File: src/rtl/pps_pkg.sv
// Shared types, constants and helpers for the priority pattern sequencer
package pps_pkg;

  localparam int DEF_PATTERN_TICKS = 64;
  localparam int DEF_LEVELS        = 3;

  localparam int LVL_W    = 2;
  localparam int TICK_IN_W = 6;
  localparam int DUR_W    = 2;
  localparam int ENTRY_W  = 8;
  localparam int GAP_W    = 8;
  localparam int PADDR_W  = 4;
  localparam int PDATA_W  = 32;

  localparam logic [1:0] OP_WRITE   = 2'd0;
  localparam logic [1:0] OP_ANALYZE = 2'd1;
  localparam logic [1:0] OP_TICK    = 2'd2;

  localparam logic [DUR_W-1:0] DUR_NONE  = 2'd0;
  localparam logic [DUR_W-1:0] DUR_SHORT = 2'd1;
  localparam logic [DUR_W-1:0] DUR_LONG  = 2'd2;
  localparam logic [DUR_W-1:0] DUR_SPARE = 2'd3;

  localparam logic KIND_TICK     = 1'b0;
  localparam logic KIND_ANALYSIS = 1'b1;

  typedef struct packed {
    logic [1:0]           opcode;
    logic [LVL_W-1:0]     level;
    logic [TICK_IN_W-1:0] tick_index;
    logic [DUR_W-1:0]     dur_a;
    logic [DUR_W-1:0]     dur_b;
    logic [DUR_W-1:0]     dur_c;
    logic [DUR_W-1:0]     dur_d;
  } in_item_t;

  typedef struct packed {
    logic             result_kind;
    logic [DUR_W-1:0] fire_a;
    logic [DUR_W-1:0] fire_b;
    logic [DUR_W-1:0] fire_c;
    logic [DUR_W-1:0] fire_d;
    logic [LVL_W-1:0] level_used;
  } result_t;

  typedef struct packed {
    logic [GAP_W-1:0] ticks_per_long;
    logic [GAP_W-1:0] ticks_per_short;
    logic [LVL_W-1:0] min_level;
    logic [LVL_W-1:0] max_level;
  } cfg_t;

  typedef struct packed {
    logic en;
    logic wrap;
    logic prev_long;
  } gap_ctl_t;

  function automatic logic [DUR_W-1:0] sat_dur(input logic [DUR_W-1:0] d);
    return (d == DUR_SPARE) ? DUR_LONG : d;
  endfunction

  function automatic logic [DUR_W-1:0] chan_of(input logic [ENTRY_W-1:0] e,
                                               input logic [1:0] c);
    logic [DUR_W-1:0] d;
    unique case (c)
      2'd0: d = e[1:0];
      2'd1: d = e[3:2];
      2'd2: d = e[5:4];
      2'd3: d = e[7:6];
      default: d = DUR_NONE;
    endcase
    return d;
  endfunction

endpackage

File: src/rtl/pps_cfg.sv
// APB-style configuration registers
module pps_cfg (
  input  logic                          clk,
  input  logic                          rst,
  input  logic                          psel,
  input  logic                          penable,
  input  logic                          pwrite,
  input  logic [pps_pkg::PADDR_W-1:0]   paddr,
  input  logic [pps_pkg::PDATA_W-1:0]   pwdata,
  output logic [pps_pkg::PDATA_W-1:0]   prdata,
  output logic                          pready,
  output pps_pkg::cfg_t                 cfg
);
  import pps_pkg::*;

  localparam logic [1:0] REG_TPL  = 2'd0;
  localparam logic [1:0] REG_TPS  = 2'd1;
  localparam logic [1:0] REG_MINL = 2'd2;
  localparam logic [1:0] REG_MAXL = 2'd3;

  logic [1:0] reg_idx;
  logic       wr_xfer;

  assign pready  = 1'b1;
  assign reg_idx = paddr[3:2];
  assign wr_xfer = psel && penable && pwrite && pready;

  always_ff @(posedge clk) begin
    if (rst) begin
      cfg.ticks_per_long  <= '0;
      cfg.ticks_per_short <= '0;
      cfg.min_level       <= LVL_W'(0);
      cfg.max_level       <= LVL_W'(2);
    end else if (wr_xfer) begin
      unique case (reg_idx)
        REG_TPL:  cfg.ticks_per_long  <= pwdata[GAP_W-1:0];
        REG_TPS:  cfg.ticks_per_short <= pwdata[GAP_W-1:0];
        REG_MINL: cfg.min_level       <= pwdata[LVL_W-1:0];
        REG_MAXL: cfg.max_level       <= pwdata[LVL_W-1:0];
        default: ;
      endcase
    end
  end

  always_comb begin
    unique case (reg_idx)
      REG_TPL:  prdata = PDATA_W'(cfg.ticks_per_long);
      REG_TPS:  prdata = PDATA_W'(cfg.ticks_per_short);
      REG_MINL: prdata = PDATA_W'(cfg.min_level);
      REG_MAXL: prdata = PDATA_W'(cfg.max_level);
      default:  prdata = '0;
    endcase
  end

endmodule

File: src/rtl/pps_store.sv
// Pattern table memory with per-entry valid bits
module pps_store #(
  parameter int  PATTERN_TICKS = pps_pkg::DEF_PATTERN_TICKS,
  parameter int  LEVELS        = pps_pkg::DEF_LEVELS,
  localparam int TICK_W        = $clog2(PATTERN_TICKS)
) (
  input  logic                          clk,
  input  logic                          rst,
  input  logic                          wr_en,
  input  logic [pps_pkg::LVL_W-1:0]     wr_level,
  input  logic [TICK_W-1:0]             wr_tick,
  input  logic [pps_pkg::ENTRY_W-1:0]   wr_data,
  input  logic                          rd_en,
  input  logic [pps_pkg::LVL_W-1:0]     rd_level,
  input  logic [TICK_W-1:0]             rd_tick,
  output logic [pps_pkg::ENTRY_W-1:0]   rd_data
);
  import pps_pkg::*;

  localparam int DEPTH  = LEVELS * PATTERN_TICKS;
  localparam int ADDR_W = $clog2(DEPTH);

  logic [ENTRY_W-1:0] mem [DEPTH];
  logic [DEPTH-1:0]   vld;
  logic [ENTRY_W-1:0] data_q;
  logic               vld_q;
  logic [ADDR_W-1:0]  wr_addr;
  logic [ADDR_W-1:0]  rd_addr;

  function automatic logic [ADDR_W-1:0] addr_of(input logic [LVL_W-1:0] lvl,
                                                input logic [TICK_W-1:0] tck);
    return ADDR_W'(lvl) * ADDR_W'(PATTERN_TICKS) + ADDR_W'(tck);
  endfunction

  assign wr_addr = addr_of(wr_level, wr_tick);
  assign rd_addr = addr_of(rd_level, rd_tick);

  always_ff @(posedge clk) begin
    if (wr_en) begin
      mem[wr_addr] <= wr_data;
    end
    if (rd_en) begin
      data_q <= mem[rd_addr];
    end
  end

  always_ff @(posedge clk) begin
    if (rst) begin
      vld   <= '0;
      vld_q <= 1'b0;
    end else begin
      if (wr_en) begin
        vld[wr_addr] <= 1'b1;
      end
      if (rd_en) begin
        vld_q <= vld[rd_addr];
      end
    end
  end

  assign rd_data = vld_q ? data_q : '0;

endmodule

File: src/rtl/pps_gap_unit.sv
// Shared gap subtractor and minimum compare
module pps_gap_unit #(
  parameter int  PATTERN_TICKS = pps_pkg::DEF_PATTERN_TICKS,
  localparam int TICK_W        = $clog2(PATTERN_TICKS)
) (
  input  pps_pkg::gap_ctl_t           ctl,
  input  logic [TICK_W-1:0]           tick_now,
  input  logic [TICK_W-1:0]           last_tick,
  input  logic [TICK_W-1:0]           first_tick,
  input  logic [pps_pkg::GAP_W-1:0]   lg_in,
  input  logic [pps_pkg::GAP_W-1:0]   sg_in,
  output logic [pps_pkg::GAP_W-1:0]   lg_out,
  output logic [pps_pkg::GAP_W-1:0]   sg_out
);
  import pps_pkg::*;

  logic [GAP_W-1:0] gap;

  always_comb begin
    if (ctl.wrap) begin
      gap = GAP_W'(PATTERN_TICKS - 1) - GAP_W'(last_tick) + GAP_W'(first_tick);
    end else begin
      gap = GAP_W'(tick_now) - GAP_W'(last_tick) - GAP_W'(1);
    end
    lg_out = lg_in;
    sg_out = sg_in;
    if (ctl.en) begin
      if (ctl.prev_long) begin
        if (gap < lg_in) lg_out = gap;
      end else begin
        if (gap < sg_in) sg_out = gap;
      end
    end
  end

endmodule

File: src/rtl/priority_pattern_sequencer_core.sv
// Priority pattern sequencer: command port, sequencer and table analysis
//
// Items enter on start/item and are taken when start is high and busy is low.
// A write item with a level below LEVELS loads one table entry in its transfer
// cycle; busy stays low and no result follows. A tick item walks the levels,
// one per cycle, then reads the table once; its result is registered in S_TRES
// and appears on result with result_strobe. An analyze item scans the table
// one channel of one entry per cycle through a single shared gap unit, then
// makes a wrap-around pass over the four channels (S_AWRAP) and a commit step
// (S_ALEVEL) per level, with the result strobed in the cycle in which busy
// falls. Each result is held for exactly one cycle under result_strobe; the
// receiver cannot stall it. The configuration registers sit on the APB-style
// port; the user must write them only while the block is idle, and the block
// itself does not enforce it.
// Synchronous reset empties the table through per-entry valid bits at once,
// sets every gap threshold to the pattern length, both populated levels to 0,
// and the registers to their reset values.
module priority_pattern_sequencer_core #(
  parameter int PATTERN_TICKS = pps_pkg::DEF_PATTERN_TICKS,
  parameter int LEVELS        = pps_pkg::DEF_LEVELS
) (
  input  logic                          clk,
  input  logic                          rst,
  input  logic                          start,
  output logic                          busy,
  input  pps_pkg::in_item_t             item,
  output logic                          result_strobe,
  output pps_pkg::result_t              result,
  input  logic                          psel,
  input  logic                          penable,
  input  logic                          pwrite,
  input  logic [pps_pkg::PADDR_W-1:0]   paddr,
  input  logic [pps_pkg::PDATA_W-1:0]   pwdata,
  output logic [pps_pkg::PDATA_W-1:0]   prdata,
  output logic                          pready
);
  import pps_pkg::*;

  localparam int TICK_W = $clog2(PATTERN_TICKS);
  localparam int LIDX_W = (LEVELS > 1) ? $clog2(LEVELS) : 1;
  localparam logic [TICK_W-1:0] LAST_TICK = TICK_W'(PATTERN_TICKS - 1);
  localparam logic [LVL_W-1:0]  LAST_LVL  = LVL_W'(LEVELS - 1);
  localparam logic [GAP_W-1:0]  GAP_INIT  = GAP_W'(PATTERN_TICKS);

  localparam logic [2:0] S_IDLE   = 3'd0;
  localparam logic [2:0] S_WALK   = 3'd1;
  localparam logic [2:0] S_TRES   = 3'd2;
  localparam logic [2:0] S_ACHAN  = 3'd3;
  localparam logic [2:0] S_AWRAP  = 3'd4;
  localparam logic [2:0] S_ALEVEL = 3'd5;

  cfg_t cfg;

  logic [2:0]         state;
  logic [LVL_W-1:0]   p;
  logic [TICK_W-1:0]  t_q;
  logic               t_ok;
  logic [LVL_W-1:0]   lvl;
  logic [TICK_W-1:0]  tick;
  logic [1:0]         ch;
  logic [GAP_W-1:0]   lg;
  logic [GAP_W-1:0]   sg;
  logic [3:0]         seen;
  logic [3:0]         plong;
  logic [TICK_W-1:0]  first_tick [4];
  logic [TICK_W-1:0]  last_tick  [4];
  logic               any_q;
  logic               found;
  logic [GAP_W-1:0]   long_gap_needed  [LEVELS];
  logic [GAP_W-1:0]   short_gap_needed [LEVELS];
  logic [LVL_W-1:0]   lowest_populated;
  logic [LVL_W-1:0]   highest_populated;

  logic               accept;
  logic               wr_en;
  logic [ENTRY_W-1:0] wr_data;
  logic               rd_en;
  logic [LVL_W-1:0]   rd_level;
  logic [TICK_W-1:0]  rd_tick;
  logic [ENTRY_W-1:0] rd_data;
  logic [DUR_W-1:0]   cur_dur;
  logic               walk_up;
  logic [LVL_W-1:0]   clamp_p;
  logic [LVL_W-1:0]   c1;
  logic [LVL_W-1:0]   c2;
  logic [LVL_W-1:0]   c3;
  logic [ENTRY_W-1:0] tick_entry;
  gap_ctl_t           gctl;
  logic [GAP_W-1:0]   lg_next;
  logic [GAP_W-1:0]   sg_next;

  assign busy    = (state != S_IDLE);
  assign accept  = start && !busy;
  assign cur_dur = chan_of(rd_data, ch);
  assign wr_data = {sat_dur(item.dur_d), sat_dur(item.dur_c),
                    sat_dur(item.dur_b), sat_dur(item.dur_a)};
  assign tick_entry = t_ok ? rd_data : '0;

  assign walk_up = (3'(p) < 3'(LEVELS - 1)) &&
                   ((long_gap_needed[p[LIDX_W-1:0]] < cfg.ticks_per_long) ||
                    (short_gap_needed[p[LIDX_W-1:0]] < cfg.ticks_per_short));

  always_comb begin
    c1      = (cfg.min_level > p) ? cfg.min_level : p;
    c2      = (c1 < lowest_populated) ? lowest_populated : c1;
    c3      = (cfg.max_level < c2) ? cfg.max_level : c2;
    clamp_p = (c3 > highest_populated) ? highest_populated : c3;
  end

  always_comb begin
    wr_en    = accept && (item.opcode == OP_WRITE) &&
               (3'(item.level) < 3'(LEVELS)) &&
               (GAP_W'(item.tick_index) < GAP_W'(PATTERN_TICKS));
    rd_en    = 1'b0;
    rd_level = '0;
    rd_tick  = '0;
    gctl     = '0;
    unique case (state)
      S_IDLE: begin
        rd_en = accept && (item.opcode == OP_ANALYZE);
      end
      S_WALK: begin
        if (!walk_up) begin
          rd_en    = 1'b1;
          rd_level = clamp_p;
          rd_tick  = t_q;
        end
      end
      S_ACHAN: begin
        gctl.en        = (cur_dur != DUR_NONE) && seen[ch];
        gctl.prev_long = plong[ch];
        if (ch == 2'd3 && tick != LAST_TICK) begin
          rd_en    = 1'b1;
          rd_level = lvl;
          rd_tick  = tick + TICK_W'(1);
        end
      end
      S_AWRAP: begin
        gctl.en        = seen[ch];
        gctl.wrap      = 1'b1;
        gctl.prev_long = plong[ch];
      end
      S_ALEVEL: begin
        if (lvl != LAST_LVL) begin
          rd_en    = 1'b1;
          rd_level = lvl + LVL_W'(1);
        end
      end
      default: ;
    endcase
  end

  pps_cfg u_cfg (
    .clk     (clk),
    .rst     (rst),
    .psel    (psel),
    .penable (penable),
    .pwrite  (pwrite),
    .paddr   (paddr),
    .pwdata  (pwdata),
    .prdata  (prdata),
    .pready  (pready),
    .cfg     (cfg)
  );

  pps_store #(
    .PATTERN_TICKS (PATTERN_TICKS),
    .LEVELS        (LEVELS)
  ) u_store (
    .clk      (clk),
    .rst      (rst),
    .wr_en    (wr_en),
    .wr_level (item.level),
    .wr_tick  (TICK_W'(item.tick_index)),
    .wr_data  (wr_data),
    .rd_en    (rd_en),
    .rd_level (rd_level),
    .rd_tick  (rd_tick),
    .rd_data  (rd_data)
  );

  pps_gap_unit #(
    .PATTERN_TICKS (PATTERN_TICKS)
  ) u_gap (
    .ctl        (gctl),
    .tick_now   (tick),
    .last_tick  (last_tick[ch]),
    .first_tick (first_tick[ch]),
    .lg_in      (lg),
    .sg_in      (sg),
    .lg_out     (lg_next),
    .sg_out     (sg_next)
  );

  always_ff @(posedge clk) begin
    if (rst) begin
      state             <= S_IDLE;
      result_strobe     <= 1'b0;
      lowest_populated  <= '0;
      highest_populated <= '0;
      found             <= 1'b0;
      any_q             <= 1'b0;
      seen              <= '0;
      for (int i = 0; i < LEVELS; i++) begin
        long_gap_needed[i]  <= GAP_INIT;
        short_gap_needed[i] <= GAP_INIT;
      end
    end else begin
      result_strobe <= 1'b0;
      unique case (state)
        S_IDLE: begin
          if (accept && item.opcode == OP_TICK) begin
            p     <= '0;
            t_q   <= TICK_W'(item.tick_index);
            t_ok  <= (GAP_W'(item.tick_index) < GAP_W'(PATTERN_TICKS));
            state <= S_WALK;
          end else if (accept && item.opcode == OP_ANALYZE) begin
            lvl               <= '0;
            tick              <= '0;
            ch                <= '0;
            lg                <= GAP_INIT;
            sg                <= GAP_INIT;
            seen              <= '0;
            any_q             <= 1'b0;
            found             <= 1'b0;
            lowest_populated  <= '0;
            highest_populated <= '0;
            state             <= S_ACHAN;
          end
        end
        S_WALK: begin
          if (walk_up) begin
            p <= p + LVL_W'(1);
          end else begin
            p     <= clamp_p;
            state <= S_TRES;
          end
        end
        S_TRES: begin
          result_strobe      <= 1'b1;
          result.result_kind <= KIND_TICK;
          result.fire_a      <= chan_of(tick_entry, 2'd0);
          result.fire_b      <= chan_of(tick_entry, 2'd1);
          result.fire_c      <= chan_of(tick_entry, 2'd2);
          result.fire_d      <= chan_of(tick_entry, 2'd3);
          result.level_used  <= p;
          state              <= S_IDLE;
        end
        S_ACHAN: begin
          lg <= lg_next;
          sg <= sg_next;
          if (rd_data != '0) any_q <= 1'b1;
          if (cur_dur != DUR_NONE) begin
            if (!seen[ch]) begin
              seen[ch]       <= 1'b1;
              first_tick[ch] <= tick;
            end
            last_tick[ch] <= tick;
            plong[ch]     <= cur_dur[1];
          end
          ch <= ch + 2'd1;
          if (ch == 2'd3) begin
            if (tick == LAST_TICK) begin
              state <= S_AWRAP;
            end else begin
              tick <= tick + TICK_W'(1);
            end
          end
        end
        S_AWRAP: begin
          lg <= lg_next;
          sg <= sg_next;
          ch <= ch + 2'd1;
          if (ch == 2'd3) state <= S_ALEVEL;
        end
        S_ALEVEL: begin
          long_gap_needed[lvl[LIDX_W-1:0]]  <= lg;
          short_gap_needed[lvl[LIDX_W-1:0]] <= sg;
          if (any_q) begin
            if (!found) lowest_populated <= lvl;
            highest_populated <= lvl;
            found             <= 1'b1;
          end
          if (lvl == LAST_LVL) begin
            result_strobe <= 1'b1;
            result        <= '{result_kind: KIND_ANALYSIS, fire_a: DUR_NONE,
                              fire_b: DUR_NONE, fire_c: DUR_NONE,
                              fire_d: DUR_NONE, level_used: '0};
            state         <= S_IDLE;
          end else begin
            lvl   <= lvl + LVL_W'(1);
            tick  <= '0;
            ch    <= '0;
            lg    <= GAP_INIT;
            sg    <= GAP_INIT;
            seen  <= '0;
            any_q <= 1'b0;
            state <= S_ACHAN;
          end
        end
        default: state <= S_IDLE;
      endcase
    end
  end

endmodule

File: config.mk
export PLATFORM = sky130hd
export DESIGN_NAME = priority_pattern_sequencer_core
export DESIGN_NICKNAME = d
export VERILOG_FILES = /design/src/rtl/pps_pkg.sv /design/src/rtl/pps_cfg.sv /design/src/rtl/pps_store.sv /design/src/rtl/pps_gap_unit.sv /design/src/rtl/priority_pattern_sequencer_core.sv
export SDC_FILE = /design/constraint.sdc
export NUM_CORES = 2
export LEC_CHECK = 0
export ABC_AREA = 0
export BUFFER_PORTS_ARGS = -buffer_cell sky130_fd_sc_hd__buf_2
export CAP_MARGIN = 15
export CORE_ASPECT_RATIO = 1.25
export CORE_UTILIZATION = 50
export CTS_CLUSTER_SIZE = 40
export DETAILED_ROUTE_END_ITERATION = 6
export PLACE_DENSITY_LB_ADDON = 0.05
export SKIP_CTS_REPAIR_TIMING = 1
export SLEW_MARGIN = 10
export SYNTH_ARGS = -nofsm -noshare
export SYNTH_HDL_FRONTEND = slang
export SYNTH_HIERARCHICAL = 1
export SYNTH_SLANG_ARGS = --single-unit
File: constraint.sdc
create_clock -name clk -period 7.64 [get_ports clk]
set_clock_uncertainty 0.15 [all_clocks]
set_input_delay 1.528 -clock clk [delete_from_list [all_inputs] [get_ports clk]]
set_output_delay 1.528 -clock clk [all_outputs]
set_load 0.005 [all_outputs]
Word-level counts from Yosys, hierarchy flattened
Memories as Yosys holds them, arrays and structs flattened. A register that Yosys moved wholly into a read port is not among the register bits.
Cells that the tools add are included.
Storage, ports and cells
  register bits after elaboration: 276
  RAM bits: 1632
  bits of input ports: 60
  memories: 5
Operators by class
  add/sub/neg operators: 10
  $lt $le $gt $ge: 15
  equality and inequality tests: 42
  multiplexer cells: 119
  bitwise gates (word level): 3
  reduce and logical (&&, ||, !) cells: 47
Memory list
  u_store.mem: depth 192, bits a word 8, read ports 1, clocked after Yosys merged registers in 1, wr ports 1, RTL line pps_store.sv:23  | logic [ENTRY_W-1:0] mem [DEPTH];
  first_tick: depth 4, bits a word 6, read ports 1, clocked after Yosys merged registers in 1, wr ports 1, RTL line priority_pattern_sequencer_core.sv:65  | logic [TICK_W-1:0] first_tick [4];
  last_tick: depth 4, bits a word 6, read ports 1, clocked after Yosys merged registers in 1, wr ports 1, RTL line priority_pattern_sequencer_core.sv:66  | logic [TICK_W-1:0] last_tick [4];
  long_gap_needed: depth 3, bits a word 8, read ports 1, clocked after Yosys merged registers in 1, wr ports 3, RTL line priority_pattern_sequencer_core.sv:69  | logic [GAP_W-1:0] long_gap_needed [LEVELS];
  short_gap_needed: depth 3, bits a word 8, read ports 1, clocked after Yosys merged registers in 1, wr ports 3, RTL line priority_pattern_sequencer_core.sv:70  | logic [GAP_W-1:0] short_gap_needed [LEVELS];
Operator list (number)
  $or A192 B192 Y192: 1
  $pmux W32 S4: 1
  $mux W8: 13
  $mux W2: 27
  $pmux W8 S3: 2
  $mux W6: 7
  $mux W1: 34
  $ne A2 B2 Y1 const B: 17
  $lt A8 B8 Y1: 4
  $reduce_and A5 Y1: 5
  $add A8 B6 Y8: 3
  $pmux W11 S2: 1
  $eq A2 B2 Y1 const B: 10
  $mux W4: 5
  $lt A8 B9 Y1 const B: 2
  $mux W3: 6
  $pmux W6 S3: 1
  $pmux W2 S2: 4
  $reduce_and A8 Y1: 2
  $reduce_or A8 Y1: 2
  $pmux W3 S5: 1
  $logic_and A1 B1 Y1: 12
  $pmux W2 S3: 2
  $pmux W4 S3: 1
  other kinds (45): 73

Logic depth before layout (Yosys ltp)
  word-level depth: 13
  depth in mapped cells: 22
  gate-level depth less buffers: 18

By module
Netlist, hierarchy kept.
By module, submodules not included
  pps_store: instances 1, cells an instance 3337, area an instance 66715.2 um^2, sequential area each 50228.2 um^2
  priority_pattern_sequencer_core: instances 1, cells an instance 582, area an instance 8254.2 um^2, sequential area each 5195.0 um^2
  pps_gap_unit: instances 1, cells an instance 167, area an instance 1257.5 um^2, sequential area each 0.0 um^2
  pps_cfg: instances 1, cells an instance 124, area an instance 1204.9 um^2, sequential area each 400.4 um^2

Worst setup path after synthesis
Ideal clock, no wire load.
  path kind: input-to-reg
  start: input item[7] (netlist bit)
  end: memory u_store.mem[0][0] (data pin)
  setup time: 1.152 ns
  arrival: 6.261 ns
  setup slack: 0.077 ns
  cell stages on the path: 1
  path buffers: 0
  path through: nor2b_1
On the way
  longest elaborated chain between the ends: 2
RTL lines
  from (decl): RTL line priority_pattern_sequencer_core.sv:26  | input pps_pkg::in_item_t item,
  $eq A2 B2 Y1: RTL line pps_pkg.sv:60  | return (d == DUR_SPARE) ? DUR_LONG : d;
  $mux W2: RTL line pps_pkg.sv:60
  to (decl): RTL line pps_store.sv:23
No other way between the ends.

==> reports/metrics.yaml <==
status: "completed"
place.port_buffers: 54
syn_area_um2: 77400
synth_edf_count: 1705
grt_pass1_vias: 39416
worstSetupStartpointType: "flip-flop"
insertion_delay_ns: 0.83
antenna_found_initial: 5
initial_core_util: 0.503
finalCritPeriodShare: 0.857
hold_path_class: "flip-flop to flip-flop"
worstMarginPinSlew_ns: 1.30
arrival_ns: 6.96
crit_type: "flip-flop to flip-flop"
die_x_um: 354
dr.pass1.iters: 5
die-area_um2: 156000
fin_crit_ns: 6.55
worstPathMaxFanout: 34
vias: 39115
die_y_um: 442
synth-async-reset-ratio: 0
power_density_nw_per_um2: 287
hold_viol: 0
io_pins: 106
syn_inst: 4210
fillers: 11897
grtUsageMet1: 0.322
clk_pin_slew_worst_paths_ns: 0.06
grt_busiest_layer: "met2"
ant_nets: 0
fmax_mhz: 153
row_count: 161
synthFlopType: "edfxtp_1"
yosysMostFrequentCell: "edfxtp_1"
finalNonFillerCells: 6542
tns_ns: 0
syn_avg_cell_area_um2: 18.4
gp_congestion: 0.821
slew_viol_final: 0
htreeDepth: 4
grt_use_total: 0.239
cts_tree: "yes"
hpwlAfterDp_um: 116000
ys_types: 89
overflow: 0
drt_iter0_markers: 3646
max-vdd-ir-drop_v: 0.000299
ys_ff_latch: 1936
end_kind: "flip-flop"
syn_to_final_growth_pct: 11.5
clock_path_buffers: 3
synthTopCellsByArea: "edfxtp_1, mux4_2, dfxtp_1"
cts_buffers: 188
drive_gt1_frac: 0.224
wire_per_inst_um: 28.3
yosys_warnings: 6
use_met3: 0.0366
drcViolationCount: 0
grt_pass1_wl_um: 273000
root_buffer: "clkbuf_16"
multi_input_comb_area_um2: 20000
cts.sinks: 1936
hp-start: "u_store/vld[106]"
rsz0062_at_grt: "no"
ys_seq_area_frac: 0.721
nets: 4464
leakage_nw: 27.5
coreArea_um2: 154000
synth_top_area_cell: "edfxtp_1"
grt_max_degree: 193
max-slew-margin-rel: 0.132
drv_cap: 0
totalWireLength_um: 185000
regArea_um2: 55800
yosysTopAreaCellShare: 0.661
required_ns: 8.05
finalSetupViolations: 0
routed_via_density: 5.98
use_met2: 0.400
placed_cells: 6186
synthTopCellsByCount: "edfxtp_1, nor2_1, mux4_2, dfxtp_1, a22oi_1"
-- area by class of cell --
| cell class | count | area share |
|---|---|---|
| Sequential cell | 1936 | 0.646 |
| Multi-Input combinational cell | 1972 | 0.232 |
| Clock buffer | 258 | 0.0608 |
| Tap cell | 2037 | 0.0295 |
| Timing Repair Buffer | 175 | 0.0176 |
| Clock inverter | 95 | 0.0110 |
| Inverter | 67 | 0.00291 |
| Antenna cell | 2 | 0.0000580 |
-- sequential cells by signal (all words and copies together) (netlist names), 11 cells and up, named ones only --
register	cells
last_tick	24
u_store/mem	1536
result	11
short_gap_needed	32
u_store/vld	192
first_tick	24
u_cfg/cfg	20
long_gap_needed	32
-- final timing paths --
path | end | slack (ns) | cells after the start
max | u_store/data_q[5] | 1.09 | 17
min reg2reg | u_store/vld[106] | 0.31 | 2
max reg2reg | u_store/data_q[5] | 1.09 | 17
min | u_store/vld[106] | 0.31 | 2
-- worst max-delay path: stages (launching register included) --
cell      delay (ns)
dfxtp_1         0.93
mux4_2          0.63
ha_1            0.31
nand4_1         0.17
a311oi_1        0.35
a211oi_2        0.15
a31o_4          0.26
a21oi_4         0.13
buf_4           0.21
a22o_4          0.31
buf_12          0.29
buf_4           0.37
mux4_2          0.56
a22oi_1         0.20
a21oi_1         0.23
o41ai_1         0.63
buf_4           0.24
a31oi_1         0.08
-- power by group --
group / internal [mW] / switching (mW) / total (mW)
clock network: 5.33 / 3.96 / 9.29
registers: 11.6 / 0.0889 / 11.7
logic: 1.60 / 2.19 / 3.79
total: 18.5 / 6.23 / 24.8
-- through the flow --
stage,util,instance area (um2),hold WS (ns),power [mW],setup slack [ns]
5_1_grt,0.561,86400,0.331,25.6,0.711
6_report,0.561,86400,0.314,24.8,1.09
3_3_place_gp,0.521,80100,0.292,15.7,0.959
2_1_floorplan,-,77500,0.282,14.5,0.0767
4_1_cts,0.561,86300,0.317,25.0,0.936
3_5_place_dp,0.521,80100,0.303,15.8,0.945
-- cell families after synthesis --
family	count (synthesis)	share of synthesized area
multiplexers	561	0.154
XOR/XNOR	12	0.00136
adder cells (fa/ha/maj)	64	0.0105
other	2	0.0000970
AO/OA/AOI/OAI	394	0.0365
buffers and inverters	325	0.0232
AND/OR/NAND/NOR	916	0.0537
flip-flops	1936	0.721
-- metal layers --
layer	up-vias	part of all wire
li1	17006	-
met1	20708	0.41
met2	1118	0.51
met3	281	0.054
met4	2	0.031
met5	-	0.000059
-- cells in the final DEF, fill, tap and decap left out, types with 16 or more instances in the layout --
master / netlist / layout
o41ai_1: 16 / 16
nand3_1: 34 / 33
dfxtp_1: 231 / 231
nor2_1: 579 / 575
nand2_1: 60 / 60
clkbuf_1: 117 / 47
buf_12: 13 / 24
clkbuf_16: 0 / 193
clkinv_2: 0 / 32
conb_1: 2 / 25
mux4_1: 17 / 17
nand2b_1: 44 / 44
buf_2: 49 / 49
nor2b_1: 40 / 33
mux4_2: 478 / 478
edfxtp_1: 1705 / 1705
mux2i_1: 50 / 50
a21oi_1: 90 / 90
o21ba_2: 27 / 27
clkinv_1: 0 / 30
inv_1: 66 / 66
buf_4: 44 / 95
o21ai_0: 27 / 27
a22oi_1: 146 / 146
and3_1: 56 / 56
ha_1: 62 / 62
and2_1: 34 / 34
clkbuf_8: 0 / 18
(Power assumes the default switching activity.)
